$ cat src/sv/pss_pkg.sv
// Package: shared constants and types for the polyline segment subdivider.
`timescale 1ns / 1ps
package pss_pkg;
   localparam int MAX_INTERVALS_DEF = 32;
   localparam int COORD_BITS_DEF    = 24;
   localparam int LEN_BITS          = 23;
   localparam logic [LEN_BITS-1:0] LEN_RESET = 23'd256;

   typedef enum logic [2:0] {
      ST_IDLE,
      ST_SQ,
      ST_SEARCH,
      ST_DIV,
      ST_EMIT,
      ST_LAST
   } state_type;
endpackage

$ cat src/sv/pss_if.sv
// Interface: valid/ready channel carrying one point beat.
`timescale 1ns / 1ps
interface pss_if #(parameter int COORD_BITS = 24) ();
   logic                         valid;
   logic                         ready;
   logic signed [COORD_BITS-1:0] x;
   logic signed [COORD_BITS-1:0] y;
   logic                         flag;
   modport source (output valid, x, y, flag, input ready);
   modport sink (input valid, x, y, flag, output ready);
endinterface

$ cat src/sv/pss_mul.sv
// Bit-serial unsigned multiplier, one multiplier bit per cycle.
`timescale 1ns / 1ps
module pss_mul #(
   parameter int W = 32
) (
   input  logic           clock,
   input  logic           reset,
   input  logic           start,
   input  logic [W-1:0]   a,
   input  logic [W-1:0]   b,
   output logic           done,
   output logic [2*W-1:0] prod
);
   localparam int CW = $clog2(W + 1);
   logic [2*W-1:0] acc_ff, acc_in, mc_ff, mc_in;
   logic [W-1:0]   mp_ff, mp_in;
   logic [CW-1:0]  cnt_ff, cnt_in;
   logic           busy_ff, busy_in;

   always_comb begin
      acc_in  = acc_ff;
      mc_in   = mc_ff;
      mp_in   = mp_ff;
      cnt_in  = cnt_ff;
      busy_in = busy_ff;
      if (start) begin
         acc_in  = '0;
         mc_in   = {{W{1'b0}}, a};
         mp_in   = b;
         cnt_in  = CW'(W);
         busy_in = 1'b1;
      end else if (busy_ff) begin
         if (mp_ff[0]) acc_in = acc_ff + mc_ff;
         mc_in  = mc_ff << 1;
         mp_in  = mp_ff >> 1;
         cnt_in = cnt_ff - 1'b1;
         if (cnt_ff == CW'(1)) busy_in = 1'b0;
      end
   end

   always_ff @(posedge clock) begin
      if (reset) begin
         busy_ff <= 1'b0;
         cnt_ff  <= '0;
      end else begin
         busy_ff <= busy_in;
         cnt_ff  <= cnt_in;
      end
      acc_ff <= acc_in;
      mc_ff  <= mc_in;
      mp_ff  <= mp_in;
   end

   assign done = busy_ff && (cnt_ff == CW'(1));
   assign prod = acc_in;
endmodule

$ cat src/sv/pss_div.sv
// Restoring divider, one quotient bit per cycle, signed dividend truncated toward zero.
`timescale 1ns / 1ps
module pss_div #(
   parameter int W  = 32,
   parameter int DW = 7
) (
   input  logic                clock,
   input  logic                reset,
   input  logic                start,
   input  logic signed [W-1:0] num,
   input  logic [DW-1:0]       den,
   output logic                done,
   output logic signed [W-1:0] quo
);
   localparam int CW = $clog2(W + 1);
   logic [W-1:0]  q_ff, q_in;
   logic [DW:0]   r_ff, r_in;
   logic [DW-1:0] d_ff, d_in;
   logic          neg_ff, neg_in;
   logic [CW-1:0] cnt_ff, cnt_in;
   logic          busy_ff, busy_in;
   logic [DW:0]   trial;

   always_comb begin
      q_in    = q_ff;
      r_in    = r_ff;
      d_in    = d_ff;
      neg_in  = neg_ff;
      cnt_in  = cnt_ff;
      busy_in = busy_ff;
      trial   = {r_ff[DW-1:0], q_ff[W-1]};
      if (start) begin
         neg_in  = num[W-1];
         q_in    = num[W-1] ? W'(-num) : W'(num);
         r_in    = '0;
         d_in    = den;
         cnt_in  = CW'(W);
         busy_in = 1'b1;
      end else if (busy_ff) begin
         if (trial >= {1'b0, d_ff}) begin
            r_in = trial - {1'b0, d_ff};
            q_in = {q_ff[W-2:0], 1'b1};
         end else begin
            r_in = trial;
            q_in = {q_ff[W-2:0], 1'b0};
         end
         cnt_in = cnt_ff - 1'b1;
         if (cnt_ff == CW'(1)) busy_in = 1'b0;
      end
   end

   always_ff @(posedge clock) begin
      if (reset) begin
         busy_ff <= 1'b0;
         cnt_ff  <= '0;
      end else begin
         busy_ff <= busy_in;
         cnt_ff  <= cnt_in;
      end
      q_ff   <= q_in;
      r_ff   <= r_in;
      d_ff   <= d_in;
      neg_ff <= neg_in;
   end

   assign done = busy_ff && (cnt_ff == CW'(1));
   assign quo  = neg_ff ? -$signed(q_in) : $signed(q_in);
endmodule

$ cat src/sv/polyline_segment_subdivider_core.sv
// Top level: splits long polyline segments into equal pieces.
// A start point leaves the cycle after acceptance. A later point is first squared
// in two bit-serial multiplies, then each tried count takes a multiply and a
// squaring, then each emitted interior point takes two bit-serial divides;
// output stalls add to this.
// Points are taken one at a time; the bit-serial multiplier and divider set the pace.
// Reset: synchronous, clears stored point, max_length to 1.0, channels idle.
`timescale 1ns / 1ps
module polyline_segment_subdivider_core
   import pss_pkg::*;
#(
   parameter int MAX_INTERVALS = pss_pkg::MAX_INTERVALS_DEF,
   parameter int COORD_BITS    = pss_pkg::COORD_BITS_DEF
) (
   input  logic                        clock,
   input  logic                        reset,
   pss_if.sink                         req,
   pss_if.source                       rsp,
   input  logic                        csr_we,
   input  logic [pss_pkg::LEN_BITS-1:0] csr_wdata
);
   localparam int NW = $clog2(MAX_INTERVALS + 1);
   localparam int DXW = COORD_BITS + 1;
   localparam int MW = (2 * DXW > LEN_BITS + NW) ? 2 * DXW : LEN_BITS + NW;
   localparam int QW = DXW + NW + 1;

   state_type state_ff, state_in;
   logic [LEN_BITS-1:0] len_ff, len_in;
   logic signed [COORD_BITS-1:0] px_ff, px_in, py_ff, py_in, bx_ff, bx_in, by_ff, by_in;
   logic have_ff, have_in;
   logic signed [DXW-1:0] dx_ff, dx_in, dy_ff, dy_in;
   logic [2*MW-1:0] sum_ff, sum_in, sq_ff, sq_in;
   logic [NW-1:0] n_ff, n_in, i_ff, i_in;
   logic [1:0] ph_ff, ph_in;
   logic signed [COORD_BITS-1:0] ox_ff, ox_in, oy_ff, oy_in, qx_ff, qx_in, qy_ff, qy_in;
   logic olast_ff, olast_in, ov_ff, ov_in;

   logic mstart, mdone, dstart, ddone;
   logic [MW-1:0] ma, mb;
   logic [2*MW-1:0] mprod;
   logic signed [QW-1:0] dnum, dquo;
   logic [DXW-1:0] adx, ady;

   pss_mul #(.W(MW)) u_mul (
      .clock(clock), .reset(reset), .start(mstart), .a(ma), .b(mb),
      .done(mdone), .prod(mprod)
   );

   pss_div #(.W(QW), .DW(NW)) u_div (
      .clock(clock), .reset(reset), .start(dstart), .num(dnum), .den(n_ff),
      .done(ddone), .quo(dquo)
   );

   assign adx = dx_ff[DXW-1] ? DXW'(-dx_ff) : DXW'(dx_ff);
   assign ady = dy_ff[DXW-1] ? DXW'(-dy_ff) : DXW'(dy_ff);
   assign req.ready = (state_ff == ST_IDLE) && !ov_ff;
   assign rsp.valid = ov_ff;
   assign rsp.x     = ox_ff;
   assign rsp.y     = oy_ff;
   assign rsp.flag  = olast_ff;

   always_comb begin
      state_in = state_ff;
      len_in   = csr_we ? csr_wdata : len_ff;
      px_in = px_ff; py_in = py_ff; bx_in = bx_ff; by_in = by_ff;
      have_in = have_ff;
      dx_in = dx_ff; dy_in = dy_ff;
      sum_in = sum_ff; sq_in = sq_ff;
      n_in = n_ff; i_in = i_ff; ph_in = ph_ff;
      ox_in = ox_ff; oy_in = oy_ff; qx_in = qx_ff; qy_in = qy_ff;
      olast_in = olast_ff;
      ov_in = ov_ff && !rsp.ready;
      mstart = 1'b0; ma = '0; mb = '0;
      dstart = 1'b0; dnum = '0;
      unique case (state_ff)
         ST_IDLE: begin
            if (req.valid && req.ready) begin
               bx_in = req.x;
               by_in = req.y;
               if (req.flag || !have_ff) begin
                  ox_in = req.x; oy_in = req.y; olast_in = 1'b1; ov_in = 1'b1;
                  px_in = req.x; py_in = req.y; have_in = 1'b1;
               end else begin
                  dx_in = DXW'(req.x) - DXW'(px_ff);
                  dy_in = DXW'(req.y) - DXW'(py_ff);
                  ph_in = 2'd0;
                  state_in = ST_SQ;
               end
            end
         end
         ST_SQ: begin
            ma = ph_ff[0] ? MW'(ady) : MW'(adx);
            mb = ma;
            if (ph_ff[1] == 1'b0) begin
               mstart = 1'b1;
               ph_in = {1'b1, ph_ff[0]};
            end else if (mdone) begin
               if (!ph_ff[0]) begin
                  sum_in = mprod;
                  ph_in = 2'd1;
               end else begin
                  sum_in = sum_ff + mprod;
                  i_in = NW'(1);
                  ph_in = 2'd0;
                  state_in = ST_SEARCH;
               end
            end
         end
         ST_SEARCH: begin
            // ph 0: start i*len, ph 1: wait for it, ph 2: start square, ph 3: compare
            if (ph_ff == 2'd0) begin
               ma = MW'(i_ff); mb = MW'(len_ff); mstart = 1'b1; ph_in = 2'd1;
            end else if (ph_ff == 2'd1) begin
               if (mdone) begin
                  sq_in = mprod; ph_in = 2'd2;
               end
            end else if (ph_ff == 2'd2) begin
               ma = MW'(sq_ff); mb = MW'(sq_ff); mstart = 1'b1; ph_in = 2'd3;
            end else if (mdone) begin
               if (mprod >= sum_ff || i_ff == NW'(MAX_INTERVALS)) begin
                  n_in = i_ff;
                  i_in = NW'(1);
                  ph_in = 2'd0;
                  state_in = (i_ff == NW'(1)) ? ST_LAST : ST_DIV;
               end else begin
                  i_in = i_ff + 1'b1;
                  ph_in = 2'd0;
               end
            end
         end
         ST_DIV: begin
            if (ph_ff == 2'd0 || ph_ff == 2'd2) begin
               dnum = (ph_ff == 2'd0) ? QW'(dx_ff) * $signed({1'b0, i_ff})
                                      : QW'(dy_ff) * $signed({1'b0, i_ff});
               dstart = 1'b1;
               ph_in = ph_ff + 1'b1;
            end else if (ddone) begin
               if (ph_ff == 2'd1) begin
                  qx_in = COORD_BITS'(px_ff + COORD_BITS'(dquo));
                  ph_in = 2'd2;
               end else begin
                  qy_in = COORD_BITS'(py_ff + COORD_BITS'(dquo));
                  ph_in = 2'd0;
                  state_in = ST_EMIT;
               end
            end
         end
         ST_EMIT: begin
            if (!ov_ff) begin
               ox_in = qx_ff; oy_in = qy_ff; olast_in = 1'b0;
               ov_in = 1'b1;
               i_in = i_ff + 1'b1;
               state_in = (i_ff + 1'b1 == n_ff) ? ST_LAST : ST_DIV;
            end
         end
         ST_LAST: begin
            if (!ov_ff) begin
               ox_in = bx_ff; oy_in = by_ff; olast_in = 1'b1; ov_in = 1'b1;
               px_in = bx_ff; py_in = by_ff;
               state_in = ST_IDLE;
            end
         end
         default: state_in = ST_IDLE;
      endcase
   end

   always_ff @(posedge clock) begin
      if (reset) begin
         state_ff <= ST_IDLE;
         len_ff   <= LEN_RESET;
         have_ff  <= 1'b0;
         px_ff    <= '0;
         py_ff    <= '0;
         ov_ff    <= 1'b0;
         ph_ff    <= '0;
      end else begin
         state_ff <= state_in;
         len_ff   <= len_in;
         have_ff  <= have_in;
         px_ff    <= px_in;
         py_ff    <= py_in;
         ov_ff    <= ov_in;
         ph_ff    <= ph_in;
      end
      bx_ff <= bx_in; by_ff <= by_in;
      dx_ff <= dx_in; dy_ff <= dy_in;
      sum_ff <= sum_in; sq_ff <= sq_in;
      n_ff <= n_in; i_ff <= i_in;
      ox_ff <= ox_in; oy_ff <= oy_in; qx_ff <= qx_in; qy_ff <= qy_in;
      olast_ff <= olast_in;
   end

   a_no_accept_busy: assert property (@(posedge clock) disable iff (reset)
      (state_ff != ST_IDLE) |-> !req.ready) else $error("accept while busy");
   a_beat_holds: assert property (@(posedge clock) disable iff (reset)
      (rsp.valid && !rsp.ready) |=> (rsp.valid && $stable(rsp.x) && $stable(rsp.y)))
      else $error("output beat changed while stalled");
   a_n_range: assert property (@(posedge clock) disable iff (reset)
      (state_ff == ST_EMIT) |-> (i_ff < n_ff)) else $error("index past count");
endmodule

$ cat src/flat_wrapper.sv
// flat-port wrapper written by rule: the top's interface ports become plain ports
module polyline_segment_subdivider_core_flat import pss_pkg::*;
#(
   parameter int MAX_INTERVALS = pss_pkg::MAX_INTERVALS_DEF,
   parameter int COORD_BITS    = pss_pkg::COORD_BITS_DEF
)
  (clock, reset, csr_we, csr_wdata, req_valid, req_x, req_y, req_flag, req_ready, rsp_valid, rsp_x, rsp_y, rsp_flag, rsp_ready);
  pss_if #(.COORD_BITS(COORD_BITS)) req_i ();
  pss_if #(.COORD_BITS(COORD_BITS)) rsp_i ();
  input  logic clock;
  input  logic reset;
  input  logic csr_we;
  input  logic [pss_pkg::LEN_BITS-1:0] csr_wdata;
  input wire logic [$bits(req_i.valid)-1:0] req_valid;
  input wire logic [$bits(req_i.x)-1:0] req_x;
  input wire logic [$bits(req_i.y)-1:0] req_y;
  input wire logic [$bits(req_i.flag)-1:0] req_flag;
  output wire logic [$bits(req_i.ready)-1:0] req_ready;
  output wire logic [$bits(rsp_i.valid)-1:0] rsp_valid;
  output wire logic [$bits(rsp_i.x)-1:0] rsp_x;
  output wire logic [$bits(rsp_i.y)-1:0] rsp_y;
  output wire logic [$bits(rsp_i.flag)-1:0] rsp_flag;
  input wire logic [$bits(rsp_i.ready)-1:0] rsp_ready;
  assign req_i.valid = req_valid;
  assign req_i.x = req_x;
  assign req_i.y = req_y;
  assign req_i.flag = req_flag;
  assign req_ready = req_i.ready;
  assign rsp_valid = rsp_i.valid;
  assign rsp_x = rsp_i.x;
  assign rsp_y = rsp_i.y;
  assign rsp_flag = rsp_i.flag;
  assign rsp_i.ready = rsp_ready;
  polyline_segment_subdivider_core #(.MAX_INTERVALS(MAX_INTERVALS), .COORD_BITS(COORD_BITS)) u_core (.clock(clock), .reset(reset), .req(req_i), .rsp(rsp_i), .csr_we(csr_we), .csr_wdata(csr_wdata));
endmodule
$ cat config.mk
export PLATFORM = sky130hd
export DESIGN_NAME = polyline_segment_subdivider_core_flat
export DESIGN_NICKNAME = d
export VERILOG_FILES = /design/src/sv/pss_pkg.sv /design/src/sv/pss_if.sv /design/src/sv/pss_mul.sv /design/src/sv/pss_div.sv /design/src/sv/polyline_segment_subdivider_core.sv /design/src/flat_wrapper.sv
export SDC_FILE = /design/constraint.sdc
export NUM_CORES = 2
export LEC_CHECK = 0
export BUFFER_PORTS_ARGS = -buffer_cell sky130_fd_sc_hd__buf_4
export CAP_MARGIN = 10
export CORE_ASPECT_RATIO = 0.8
export CORE_MARGIN = 1.5
export CORE_UTILIZATION = 54
export CTS_BUF_LIST = sky130_fd_sc_hd__clkbuf_8
export CTS_CLUSTER_SIZE = 12
export DETAILED_ROUTE_END_ITERATION = 10
export MAX_ROUTING_LAYER = met4
export PLACE_DENSITY = 0.76
export SLEW_MARGIN = 5
export SYNTH_ARGS = -nofsm -noshare
export SYNTH_HDL_FRONTEND = slang
export SYNTH_SLANG_ARGS = --single-unit
$ cat constraint.sdc
create_clock -name clock -period 10.1 [get_ports clock]
set_input_delay 1.515 -clock clock [delete_from_list [all_inputs] [get_ports clock]]
set_output_delay 1.515 -clock clock [all_outputs]
set_load 0.02 [all_outputs]
# [Yosys cells after proc, flatten, opt, wreduce, memory -nomap -nowiden]
# Cells that the tools add are included.
# W data, S select, Z words.
[totals] ff_bits=744 input_bits=77 elab_cells=232
[op_classes] add_sub_neg=15 n_mul=2 n_lt_le_gt_ge=2 n_eq_ne=31 mux=106 bitwise_logic=5 n_reduce_logical=36
[op_table] op="$mux W100" n=4
[op_table] op="$mux W50" n=8
[op_table] op="$mux W24" n=9
[op_table] op="$add A100 B100 Y100" n=2
[op_table] op="$pmux W50 S2" n=2
[op_table] op="$mux W32" n=6
[op_table] op="$pmux W24 S3" n=2
[op_table] op="$ge A100 B100 Y1" n=1
[op_table] op="$pmux W24 S2" n=2
[op_table] op="$mux W6" n=14
[op_table] op="$mux W25" n=3
[op_table] op="$mul A25 B7 Y32" n=2
[op_table] op="$mux W3" n=17
[op_table] op="$neg A25 Y25" n=2
[op_table] op="$sub A24 B24 Y25" n=2
[op_table] op="$add A24 B24 Y24" n=2
[op_table] op="$neg A32 Y32" n=1
[op_table] op="$mux W2" n=12
[op_table] op="$neg A24 Y24" n=1
[op_table] op="$mux W1" n=21
[op_table] op="$ne A2 B2 Y1 const B" n=10
[op_table] op="$eq A6 B1 Y1 const B" n=3
[op_table] op="$pmux W3 S6" n=1
[op_table] op="$pmux W6 S3" n=1
[op_table] op="37 further kinds" n=69

# [Depth between registers and ports, before layout]
[logic_depth] depth_word=14 mapped_depth=46

# [Modules after synthesis]
# From an unflattened synthesis, not the netlist that was laid out.
[unflattened] cells_unflattened=7058 area_unflattened_um2=62162.1
[modules_own_cells] mod="polyline_segment_subdivider_core" instances=1 cells_each=4771 area_per_inst_um2=42211.7
[modules_own_cells] mod="pss_mul" instances=1 cells_each=1783 area_per_inst_um2=15925.3
[modules_own_cells] mod="pss_div" instances=1 cells_each=504 area_per_inst_um2=4025.1

# [Worst setup path after synthesis]
# OpenSTA, ideal clock, no wires.
[synth_path] path_kind="flip-flop to flip-flop" start="register u_core.i_ff[1]" end="register u_core.qx_ff[23], data pin" setup_ps=260 arrival_time_ps=8847 required_time_ps=9840 slack_ps=992 path_stages_with_launch=44 n_path_buf=3 cell_sequence="edfxtp_1 > clkbuf_1 > clkbuf_1 > nand2_1 > fa_1 > inv_1 > fa_1 > inv_1 > fa_1 > inv_1 > fa_1 > ha_1 > and4_1 > and2_1 > a221o_1 > a22o_1 > o2111ai_2 > a21oi_2 > [8 not listed] > nand2_1 > o21ai_0 > ha_1 > a211o_1 > a21oi_1 > o21ai_0 > a41o_1 > o2111ai_1 > nand3b_1 > a21o_1 > and3_1 > nor2b_1 > o21a_1 > o21a_1 > o21ai_0 > nand2b_1 > a21oi_1 > xor2_1"
[synth_via] word_cells_on_any_way=11 cone_classes="3 x add/sub; 2 x mul; 6 x mux"
[synth_lines] element="from (decl)" line="polyline_segment_subdivider_core.sv:33" rtl="logic [NW-1:0] n_ff, n_in, i_ff, i_in;"
[synth_lines] element="from (signal assigned)" line="polyline_segment_subdivider_core.sv:188" rtl="n_ff <= n_in; i_ff <= i_in;"
[synth_lines] element="$mul A25 B7 Y32, on equally long branches" line="polyline_segment_subdivider_core.sv:134, polyline_segment_subdivider_core.sv:133"
[synth_lines] element="$mux W32 *" line="polyline_segment_subdivider_core.sv:133" rtl="dnum = (ph_ff == 2'd0) ? QW'(dx_ff) * $signed({1'b0, i_ff})"
[synth_lines] element="$mux W32 *" line="polyline_segment_subdivider_core.sv:132" rtl="if (ph_ff == 2'd0 || ph_ff == 2'd2) begin"
[synth_lines] element="$mux W32 *" line="polyline_segment_subdivider_core.sv:75" rtl="unique case (state_ff)"
[synth_lines] element="named net u_core.dnum[31]" line="polyline_segment_subdivider_core.sv:41" rtl="logic signed [QW-1:0] dnum, dquo;"
[synth_lines] element="$mux W32 *" line="pss_div.sv:34" rtl="q_in = num[W-1] ? W'(-num) : W'(num);"
[synth_lines] element="$mux W32 *" line="pss_div.sv:32" rtl="if (start) begin"
[synth_lines] element="$neg A24 Y24" line="pss_div.sv:67" rtl="assign quo = neg_ff ? -$signed(q_in) : $signed(q_in);"
[synth_lines] element="$mux W24 *" line="pss_div.sv:67"
[synth_lines] element="$add A24 B24 Y24 *" line="polyline_segment_subdivider_core.sv:139" rtl="qx_in = COORD_BITS'(px_ff + COORD_BITS'(dquo));"
[synth_lines] element="to (signal assigned)" line="polyline_segment_subdivider_core.sv:189" rtl="ox_ff <= ox_in; oy_ff <= oy_in; qx_ff <= qx_in; qy_ff <= qy_in;"
[synth_lines] element="to (decl)" line="polyline_segment_subdivider_core.sv:35" rtl="logic signed [COORD_BITS-1:0] ox_ff, ox_in, oy_ff, oy_in, qx_ff, qx_in, qy_ff, qy_in;"
# The timed path passes the listed nets; every way through them passes the cells marked *.
# A chain may end at the register's enable or synchronous reset.

# [Worst setup path after layout]
[layout_path] start="register u_core.u_mul.mc_ff[0]" end="register u_core.sum_ff[96], data pin"
[layout_via] elab_chain_cells=6
[layout_lines] element="from (decl)" line="pss_mul.sv:15" rtl="logic [2*W-1:0] acc_ff, acc_in, mc_ff, mc_in;"
[layout_lines] element="from (signal assigned)" line="pss_mul.sv:50" rtl="mc_ff <= mc_in;"
[layout_lines] element="$add A100 B100 Y100" line="pss_mul.sv:33" rtl="if (mp_ff[0]) acc_in = acc_ff + mc_ff;"
[layout_lines] element="$mux W100" line="pss_mul.sv:33"
[layout_lines] element="$mux W100" line="pss_mul.sv:32" rtl="end else if (busy_ff) begin"
[layout_lines] element="$mux W100" line="pss_mul.sv:26" rtl="if (start) begin"
[layout_lines] element="named net u_core.mprod[46]" line="polyline_segment_subdivider_core.sv:40" rtl="logic [2*MW-1:0] mprod;"
[layout_lines] element="$add A100 B100 Y100" line="polyline_segment_subdivider_core.sv:102" rtl="sum_in = sum_ff + mprod;"
[layout_lines] element="$mux W100" line="polyline_segment_subdivider_core.sv:98" rtl="if (!ph_ff[0]) begin"
[layout_lines] element="to (signal assigned)" line="polyline_segment_subdivider_core.sv:187" rtl="sum_ff <= sum_in; sq_ff <= sq_in;"
[layout_lines] element="to (decl)" line="polyline_segment_subdivider_core.sv:32" rtl="logic [2*MW-1:0] sum_ff, sum_in, sq_ff, sq_in;"
# The timed path passes the listed nets, and every way through them passes these cells.

==> run summary <==
For this run, the slowest stage of the critical path takes 620 ps. The measured slew at the worst slew-check pin came out at 1150 ps. In the final routed layout, each cell accounts on average for 20.8 um.

In the routed design, unresolved DRC markers number 0. The cell area power density was 322 mW/mm2; the area share of the largest cell type after synthesis was 0.235. Counting the fill cells in the layout gives 9628. The wire-length estimate of the detail-placed layout is 132000 um. The type of the most critical hold path is reg2reg.

The total power is 21.1 mW. The run gives 48391 as the via count of the first global-routing pass. The core region is 0.111 mm2. The area of the die is 0.114 mm2. In this run, synthesis produced a sequential element count of 744. Along the worst path, the maximum fanout reaches 5. Averaged over all synthesized cells, the footprint is 8.89 um2. In this run the clock root is driven by a clkbuf_8. Input and output buffers added on the ports amount to 127. After routing the design area is 0.0656 mm2. The congestion estimate from routability-driven global placement came to 1.00. The sequential fraction of the synthesis area is 0.326.

The first detailed-routing pass ran for 6 iterations. From bottom edge to top edge, the die measures 302 um. The run gives 0 as the yosys synthesis warning count. The required time of the critical path is 10750 ps, and the count of final setup violators is 0. The top cell types in the final layout, fill and taps aside, are nor2_1, nand2_1, inv_1, a21oi_1, ha_1. The biggest area consumer among synthesized cells is edfxtp_1.

Entering global routing, the biggest net connects 99 pins. Clock tree synthesis inserted a total of 133 buffers. TritonCTS built the clock tree.

For this run the aggregate overflow at the end of global routing stands at 0. The hold violation total from the final report was 0; the final period demand of the worst path was 9690 ps. The finished layout holds 8435 standard cells, fillers aside. The netlist uses 94 different library cells.

Count of hold-fix buffers inserted at cts: 0. The most numerous cell type found on the critical path is a21oi_1. The largest individual stage delay along the critical path comes from the cell o21ai_0. Counting flops with a built-in enable in the synthesized netlist gives 472. 128 I/O pins were placed. The layout-stage area growth over the synthesis result is 8.94%.

The tools report the maximum root-to-sink buffer count as 3. The logs give 28.5 nW for the leakage power and 0 for the count of pins over their slew limit. The combined global-route utilization of all metal layers was 0.317; the headroom to the max-slew limit was 0.228.

Ranked by total cell area, the synthesized netlist is headed by edfxtp_1, ha_1, dfxtp_1. The run gives 103 MHz as the timing-limited maximum frequency. The fraction of the cycle the final worst path needs is 0.959. The worst-case IR drop observed on VDD is 0.216 mV.

The flow ran to the end, and the final reports show no timing, DRC or antenna violations. Setup total negative slack on the finished layout was measured at 0 ps. The sum of routed wire length over all layers was 175000 um. The critical path is of the reg2reg type. For the cell total after placement, the log shows 8182.

The proportion of layout cells with a drive suffix above 1 is 0.0790. The element type at the critical path start is a register. For the initial antenna violation count, the log shows 8.

The tools report the number of routed nets with antenna violations as 0. The DRC violation total after the first TritonRoute iteration was 5484. The kind of end point of the critical path was a register. Max-cap violations in this run came to 0. The net count of the mapped netlist was 7610. The tools report the final hold slack as 485 ps. The first global-routing pass estimated 275000 um of wire. The tools report the count of nets after finishing as 7658. The utilization after layout is 0.594. CTS clock-pin slew for the worst setup and hold paths: 60 ps.

The library cell used most frequently in the layout, excluding fill and tap cells, is nor2_1. The arrival time at the worst endpoint is 10330 ps, and the total number of vias is 51164. The async set-or-reset flop fraction in the synthesized netlist was 0; the TritonCTS sink count was 744.

The run gives 410 ps as the worst setup slack after layout. For this run, the leading register cell type out of synthesis is edfxtp_1. Clock latency on the worst-skew pair, taken at its later pin, is 900 ps. The setup clock skew after layout was 45.3 ps.

The number of standard cells after synthesis was 6775. The die is 376 um wide. Once placement finished, the instance area stood at 0.0628 mm2.

In this run the number of H-tree levels came out at 4. Using the TritonRoute via totals, the vias-per-cell ratio works out to 6.07. The tools report the starting density of the core as 0.545. The synthesized cell area was 0.0603 mm2; the setup slack after placement was 412 ps. The floorplan has 109 rows.
==> logic make-up after synthesis <==
logic type               count (synthesis)  share of synthesized area
AO/OA/AOI/OAI                         1661                      0.176
XOR/XNOR                               411                     0.0602
adder cells (fa/ha/maj)                758                      0.184
buffers and inverters                  851                     0.0531
flip-flops                             744                      0.326
multiplexers                           190                     0.0322
AND/OR/NAND/NOR                       2160                      0.169
==> final timing paths <==
| kind | startpoint | end | slack (ps) | cells past startpoint |
|---|---|---|---|---|
| worst max-delay path | u_core.u_mul.mc_ff[0] | u_core.sum_ff[96] | 410 | 29 |
| worst min-delay path | u_core.u_div.r_ff[5] | u_core.u_div.r_ff[5] | 480 | 1 |
| worst max register to register | u_core.u_mul.mc_ff[0] | u_core.sum_ff[96] | 410 | 29 |
| worst min register to register | u_core.u_div.r_ff[5] | u_core.u_div.r_ff[5] | 480 | 1 |
==> flip-flops by register name (all words and copies together) (netlist names), 23 cells and up <==
| register | flops |
|---|---|
| u_core.qx_ff | 24 |
| u_core.u_mul.mc_ff | 100 |
| u_core.py_ff | 24 |
| u_core.dy_ff | 25 |
| u_core.rsp.x | 24 |
| u_core.sum_ff | 100 |
| u_core.px_ff | 24 |
| u_core.sq_ff | 50 |
| u_core.bx_ff | 24 |
| u_core.len_ff | 23 |
| u_core.qy_ff | 24 |
| u_core.rsp.y | 24 |
| u_core.u_mul.acc_ff | 100 |
| u_core.u_div.q_ff | 32 |
| u_core.u_mul.mp_ff | 50 |
| u_core.by_ff | 24 |
| u_core.dx_ff | 25 |
==> synth_stat cells (37+ instances only) <==
library cell / n
nand4_1: 70
and2_1: 248
buf_1: 37
a311oi_1: 57
o31ai_1: 59
nor4_1: 47
edfxtp_1: 472
o21ai_0: 329
a211oi_1: 49
nor3_1: 104
fa_1: 213
inv_1: 513
nand2b_1: 47
a22o_1: 57
o21a_1: 44
clkbuf_1: 294
xnor2_1: 288
dfxtp_1: 272
ha_1: 545
o21bai_1: 81
nand2_1: 616
a21oi_1: 551
xor2_1: 121
nor2b_1: 54
nor2_1: 663
mux2i_1: 160
or3_1: 47
nand3_1: 140
a21o_1: 152
==> final cells by class <==
type | count | area, um2 | area share
clock inverters | 91 | 609 | 0.00928
repair buffers | 248 | 1880 | 0.0286
clock buffers | 154 | 2120 | 0.0323
multi-input cells | 5180 | 37600 | 0.573
flip-flops and latches | 744 | 19600 | 0.299
well taps | 1498 | 1870 | 0.0286
inverters | 516 | 1940 | 0.0295
diodes | 4 | 10.0 | 0.000152
==> layer usage <==
| layer | vias to the layer above | wire length, um | global-route usage |
|---|---|---|---|
| met5 | - | 0 | - |
| met1 | 24644 | 81100 | 0.459 |
| met4 | 0 | 4070 | 0.0923 |
| li1 | 23988 | - | - |
| met2 | 2268 | 71600 | 0.439 |
| met3 | 264 | 18800 | 0.0726 |
==> timing repair <==
item                                    in CTS  in global routing
buffers inserted                             0                  2
gates resized for setup                      0                 17
endpoints found under the setup margin       0                  8
==> critical path, delay by kind of cell, from the launching register on <==
family	cells	cell delay, ps
AO/OA/AOI/OAI	15	5410
AND/OR/NAND/NOR	7	1720
adder cells (fa/ha/maj)	3	1120
flip-flops	1	390
XOR/XNOR	2	320
multiplexers	1	270
buffers and inverters	1	210
==> report_power, final <==
part	internal [mW]	switching, mW
Combinational	4.87	8.48
Clock	1.58	1.41
Sequential	4.37	0.423
Total	10.8	10.3
No activity file was read; power rests on OpenSTA's default activity.
